===== src/rtl/core/ehi_pkg.sv =====
// ehi_pkg: shared constants, codes and controller/datapath interface types
// for the extendible hash insert block. No dependencies.

package ehi_pkg;

    localparam int MAX_DEPTH_DEF    = 10;
    localparam int BUCKET_SLOTS_DEF = 8;
    localparam int KEY_WIDTH_DEF    = 32;

    localparam int CAP_W        = 4;
    localparam int STATUS_W     = 2;
    localparam int DIR_INDEX_W  = 10;
    localparam int BUCKET_NUM_W = 10;
    localparam int DEPTH_OUT_W  = 4;
    localparam int SPLIT_OUT_W  = 4;

    localparam logic [CAP_W-1:0] CAP_RESET = 4'd4;

    typedef enum logic [STATUS_W-1:0] {
        ST_INSERTED  = 2'd0,
        ST_DUPLICATE = 2'd1,
        ST_OVERFLOW  = 2'd2
    } status_t;

    typedef enum logic [3:0] {
        S_IDLE,
        S_LOOK,
        S_BKT,
        S_SCAN,
        S_DBL_RD,
        S_DBL_W0,
        S_DBL_W1,
        S_SPLIT,
        S_DIRW,
        S_MOVE0,
        S_MOVE,
        S_FILLB,
        S_FILLN,
        S_DONE
    } state_t;

    typedef struct packed {
        logic    key_load;
        logic    look_rd;
        logic    bkt_rd;
        logic    scan_next;
        logic    insert;
        logic    status_load;
        status_t status;
        logic    dbl_start;
        logic    dbl_rd;
        logic    dbl_w0;
        logic    dbl_w1;
        logic    gd_inc;
        logic    split_init;
        logic    dirw;
        logic    move_start;
        logic    move_step;
        logic    fill_b;
        logic    fill_n;
        logic    split_inc;
        logic    out_load;
    } cmd_t;

    typedef struct packed {
        logic dup;
        logic scan_last;
        logic has_room;
        logic ovf;
        logic need_dbl;
        logic dbl_last;
        logic dirw_last;
        logic out_busy;
    } stat_t;

endpackage


===== src/rtl/core/ehi_ctrl.sv =====
// ehi_ctrl: sequencer for lookup, duplicate scan, insert, directory doubling,
// bucket split and key redistribution. Depends on ehi_pkg.

module ehi_ctrl (
    input  logic          aclk,
    input  logic          aresetn,
    input  logic          s_valid,
    output logic          s_ready,
    input  ehi_pkg::stat_t stat,
    output ehi_pkg::cmd_t  cmd
);
    import ehi_pkg::*;

    state_t state_reg;
    state_t state_next;

    always_ff @(posedge aclk) begin
        if (!aresetn) begin
            state_reg <= S_IDLE;
        end else begin
            state_reg <= state_next;
        end
    end

    always_comb begin
        state_next = state_reg;
        cmd        = '0;
        cmd.status = ST_INSERTED;
        s_ready    = 1'b0;
        unique case (state_reg)
            S_IDLE: begin
                s_ready = 1'b1;
                if (s_valid) begin
                    cmd.key_load = 1'b1;
                    state_next   = S_LOOK;
                end
            end
            S_LOOK: begin
                cmd.look_rd = 1'b1;
                state_next  = S_BKT;
            end
            S_BKT: begin
                cmd.bkt_rd = 1'b1;
                state_next = S_SCAN;
            end
            S_SCAN: begin
                if (stat.dup) begin
                    cmd.status_load = 1'b1;
                    cmd.status      = ST_DUPLICATE;
                    state_next      = S_DONE;
                end else if (!stat.scan_last) begin
                    cmd.scan_next = 1'b1;
                end else if (stat.has_room) begin
                    cmd.insert      = 1'b1;
                    cmd.status_load = 1'b1;
                    cmd.status      = ST_INSERTED;
                    state_next      = S_DONE;
                end else if (stat.ovf) begin
                    cmd.status_load = 1'b1;
                    cmd.status      = ST_OVERFLOW;
                    state_next      = S_DONE;
                end else if (stat.need_dbl) begin
                    cmd.dbl_start = 1'b1;
                    state_next    = S_DBL_RD;
                end else begin
                    state_next = S_SPLIT;
                end
            end
            S_DBL_RD: begin
                cmd.dbl_rd = 1'b1;
                state_next = S_DBL_W0;
            end
            S_DBL_W0: begin
                cmd.dbl_w0 = 1'b1;
                state_next = S_DBL_W1;
            end
            S_DBL_W1: begin
                cmd.dbl_w1 = 1'b1;
                if (stat.dbl_last) begin
                    cmd.gd_inc = 1'b1;
                    state_next = S_SPLIT;
                end else begin
                    state_next = S_DBL_W0;
                end
            end
            S_SPLIT: begin
                cmd.split_init = 1'b1;
                state_next     = S_DIRW;
            end
            S_DIRW: begin
                cmd.dirw = 1'b1;
                if (stat.dirw_last) begin
                    state_next = S_MOVE0;
                end
            end
            S_MOVE0: begin
                cmd.move_start = 1'b1;
                state_next     = S_MOVE;
            end
            S_MOVE: begin
                cmd.move_step = 1'b1;
                if (stat.scan_last) begin
                    state_next = S_FILLB;
                end else begin
                    cmd.scan_next = 1'b1;
                end
            end
            S_FILLB: begin
                cmd.fill_b = 1'b1;
                state_next = S_FILLN;
            end
            S_FILLN: begin
                cmd.fill_n    = 1'b1;
                cmd.split_inc = 1'b1;
                state_next    = S_LOOK;
            end
            S_DONE: begin
                if (!stat.out_busy) begin
                    cmd.out_load = 1'b1;
                    state_next   = S_IDLE;
                end
            end
            default: begin
                state_next = S_IDLE;
            end
        endcase
    end

endmodule


===== config.mk =====
export PLATFORM = sky130hd
export DESIGN_NAME = ehi_ctrl
export DESIGN_NICKNAME = d
export VERILOG_FILES = /design/src/rtl/core/ehi_pkg.sv /design/src/rtl/core/ehi_ctrl.sv
export SDC_FILE = /design/constraint.sdc
export NUM_CORES = 1
export LEC_CHECK = 0
export BUFFER_PORTS_ARGS = -buffer_cell sky130_fd_sc_hd__buf_2
export CAP_MARGIN = 20
export CORE_UTILIZATION = 35
export CTS_CLUSTER_SIZE = 14
export DETAILED_ROUTE_END_ITERATION = 6
export GPL_ROUTABILITY_DRIVEN = 0
export HOLD_SLACK_MARGIN = 0.02
export PLACE_DENSITY = 0.72
export SKIP_CTS_REPAIR_TIMING = 1
export SLEW_MARGIN = 0
export SYNTH_ARGS = -nofsm -noshare
export SYNTH_HDL_FRONTEND = slang
export SYNTH_SLANG_ARGS = --single-unit

===== constraint.sdc =====
create_clock -name aclk -period 1.6 [get_ports aclk]
set_clock_uncertainty 0.2 [all_clocks]
set_input_delay 0.16 -clock aclk [delete_from_list [all_inputs] [get_ports aclk]]
set_output_delay 0.16 -clock aclk [all_outputs]
set_load 0.05 [all_outputs]

==> impl_metrics.ini, run 1 <==
[yosys]
synthDistinctLibCells = 30
post-synth-top-area-cell = dfxtp_1
synth_largest_type_area_fraction_pct = 16.8
async_flop_share_pct = 0
yosys_register_bits = 4
synth_nets = 79
synth_top_flop_cell = dfxtp_1
yosys_warnings = 0
postSynthAreaPerCell_sq_um = 7.01
netlist_instances = 68
netlist_top_cells_area = dfxtp_1, nor3_1, nand2b_1
ys_top_cells_by_count = nor2_1, nor3_1, nand2b_1
ys_seq_area_share_pct = 16.8
synth_area_sq_um = 477
synth-edff-count = 0

[place]
detailedPlacementHpwl_mm = 1.44
quantity_of_i_o_buffers_inserted_on_ports = 32
dp_slack_ps = -49.1

[outcome]
error = [ERROR DPL-0038] Utilization greater than 100%, impossible to legalize
run_status = aborted with a tool error
stop_stage = global routing

[clocking]
cts.root.buffer_cell = clkbuf_4
cts_inserted_buffers = 3
cts_htree_levels = 1
clock_sink_count = 4
cts_max_path_buffers = 2

[global_route]
grt_start_max_net_pins = 12

[die]
start_util_pct = 40.2
floorplan.die.width_um = 38.9
boundaryPins = 33
num_rows = 12
chipHeight_um = 38.9

[timing]
worst_path_end_type = output port
worstEndpointGrtRepair = cmd[17]
==> logic make-up after synthesis <==
| group | count (synthesis) | synth area share [%] |
|---|---|---|
| simple gates | 41 | 46.5 |
| buf+inv | 6 | 6.30 |
| compound gates | 17 | 30.4 |
| flops | 4 | 16.8 |
==> stage by stage <==
stage	utilization (%)	std cells	area [sq um]
after floorplan	-	68	701
after global placement	80.3	125	952
after detailed placement	80.3	125	952
after CTS	82.2	128	975
==> run 2, diff against run 1 <==
Settings changed: CORE_AREA set to 2 2 63 65, CORE_UTILIZATION 35 to unset, CTS_CLUSTER_SIZE 14 to unset, DIE_AREA set to 0 0 65 67, HOLD_SLACK_MARGIN 0.02 to unset, PLACE_DENSITY 0.72 to unset, PLACE_DENSITY_LB_ADDON set to 0.15.
Clock period 1.6 ns to 2.1 ns, I/O delays scaled along.
==> impl_metrics.ini, run 2 <==
[worst_setup_path]
worstSetupEndpointType = primary output
timing.critical_path.fanout_max = 7
cp.arrival_ps = 1630
timing.critical_path.from = state_reg[3]
slowest_stage = or3b_1
critical-path-max-stage-delay_ps = 450
worstPathCellList = or3b_1, a211oi_4, buf_6
critical_path.n_buffers_inverters = 1
r2r_start = state_reg[3]
setup.worst_path.class = reg -> out
path_delay_family = simple AND/OR/NAND/NOR gates
required_ps = 1690
crit_path_start_kind = register

[layout]
largest_register_ffs = 4
final_cell_area_sq_um = 817
final_util_pct = 22.7
mostFrequentLayoutCells = buf_2, nor2_1, nand2b_1
most_frequent_standard_cell_in_the_layout_excluding_fill_and_tap_cells = buf_2
final_net_count = 115
ant_cells = 0
synthToLayoutAreaGrowth_pct = 71.4
fraction_of_layout_cells_with_a_size_suffix_above_1_pct = 52.9

[clocking]
cts_tree = built
clk_pin_slew_worst_paths_ps = 30
cts.root.buffer_cell = clkbuf_8
cts_max_path_buffers = 2
clock_sink_count = 4
insertion_delay_ps = 220
cts_htree_levels = 1
cts_inserted_buffers = 3

[timing]
maxSlewHeadroom_pct = 70.0
max_freq_mhz = 491
finalHoldViolCount = 0
max_slew.worst_pin.slew_ps = 449
share_of_the_clock_period_used_by_the_worst_path_after_layout_pct = 96.9
setup_violations = 0
rsz0062_at_grt = no
final_period_minus_worst_setup_slack_ps = 2040
timing.final.max_slew_violations = 0

[routing]
drt_wl_total_mm = 1.64
route.detailed.wl_per_inst_um = 10.9
avgViaCountPerCell = 4.20
drt_iter0_markers = 5
ant_nets = 0
total_via_count_in_the_routed_design = 630
drc = 0
drt-pass1-iter-count = 4

[yosys]
synthDistinctLibCells = 30
ys_seq_area_share_pct = 16.8
synth_largest_type_area_fraction_pct = 16.8
yosys_warnings = 0
synth_nets = 79
netlist_instances = 68
post-synth-top-area-cell = dfxtp_1
synth_top_flop_cell = dfxtp_1
yosys_register_bits = 4
netlist_top_cells_area = dfxtp_1, nor3_1, nand2b_1
synth_area_sq_um = 477
synth-edff-count = 0
postSynthAreaPerCell_sq_um = 7.01
ys_top_cells_by_count = nor2_1, nor3_1, nand2b_1
async_flop_share_pct = 0

[global_route]
initial_antenna_violation_count = 0
grt_start_max_net_pins = 14
grt_remaining_overflow = 0
via_count_of_the_first_global_routing_pass = 579
grt_pass1_wl_mm = 2.56
globalRouteTotalUtil_pct = 7.86

[pwr]
power.ir.vdd_worst_v = 0.000351
power.static_leakage_nw = 0.356
power_per_cell_area_nw_per_um2 = 851

[die]
floorplan_core_area_sq_um = 3610
start_util_pct = 13.2
die-area_sq_um = 4360
floorplan.die.width_um = 65
num_rows = 22
chipHeight_um = 67
boundaryPins = 33

[job]
max_cap_violations = 0

[min_path]
hp-class = in -> reg
min-delay-start = aresetn

[place]
detailedPlacementHpwl_mm = 1.35
cell_area_reported_after_detailed_placement_sq_um = 764
quantity_of_i_o_buffers_inserted_on_ports = 32

[outcome]
run_status = complete, no violations
==> run 2: cell counts after synthesis <==
Identical to the previous run, type by type.
==> run 2: stage by stage <==
step	hold slack (ps)	setup WS, ps	power (mW)	setup TNS [ps]	instances
2_1_floorplan	128	-141	0.432	-412	68
3_3_place_gp	275	218	0.537	0	147
3_5_place_dp	272	224	0.531	0	147
4_1_cts	40.5	-3.26	0.703	-3.26	150
5_1_grt	56.1	3.74	0.740	0	150
6_report	45.0	64.7	0.696	0	150
==> run 2: routing by layer <==
| layer | share of wire (%) | vias up | global-route usage (%) |
|---|---|---|---|
| li1 | - | 317 | - |
| met1 | 43 | 302 | 9.34 |
| met2 | 53 | 8 | 13.3 |
| met3 | 2.1 | 3 | 1.18 |
| met4 | 1.8 | 0 | 4.79 |
| met5 | 0 | - | 0 |
==> run 2: logic make-up (layout without fill, tap and decap cells) <==
kind of cell,count (synthesis),count (layout),share of synthesized area (%)
flops,4,4,16.8
buf+inv,6,40,6.30
simple gates,41,41,46.5
compound gates,17,17,30.4
==> run 2: worst paths after layout <==
kind / endpoint / cells past startpoint / slack (ps)
max: cmd[17] / 3 / 60
min: state_reg[1] / 2 / 50
max reg2reg: state_reg[0] / 5 / 210
min reg2reg: state_reg[0] / 3 / 470
==> run 2: area by class of cell <==
| class | count | area [sq um] |
|---|---|---|
| fill | 406 | 2790 |
| multi-input combinational | 58 | 433 |
| timing repair buffer | 36 | 199 |
| sequential | 4 | 80.1 |
| tap | 48 | 60.1 |
| clock buffer | 3 | 41.3 |
| inverter | 1 | 3.75 |
==> run 2: power breakdown <==
| part | internal, mW | total, mW | switching [mW] |
|---|---|---|---|
| Clock | 0.123 | 0.166 | 0.0435 |
| Combinational | 0.130 | 0.418 | 0.288 |
| Sequential | 0.0916 | 0.111 | 0.0198 |
| Total | 0.344 | 0.696 | 0.351 |
Note: power is estimated with default switching activity, not from simulation.
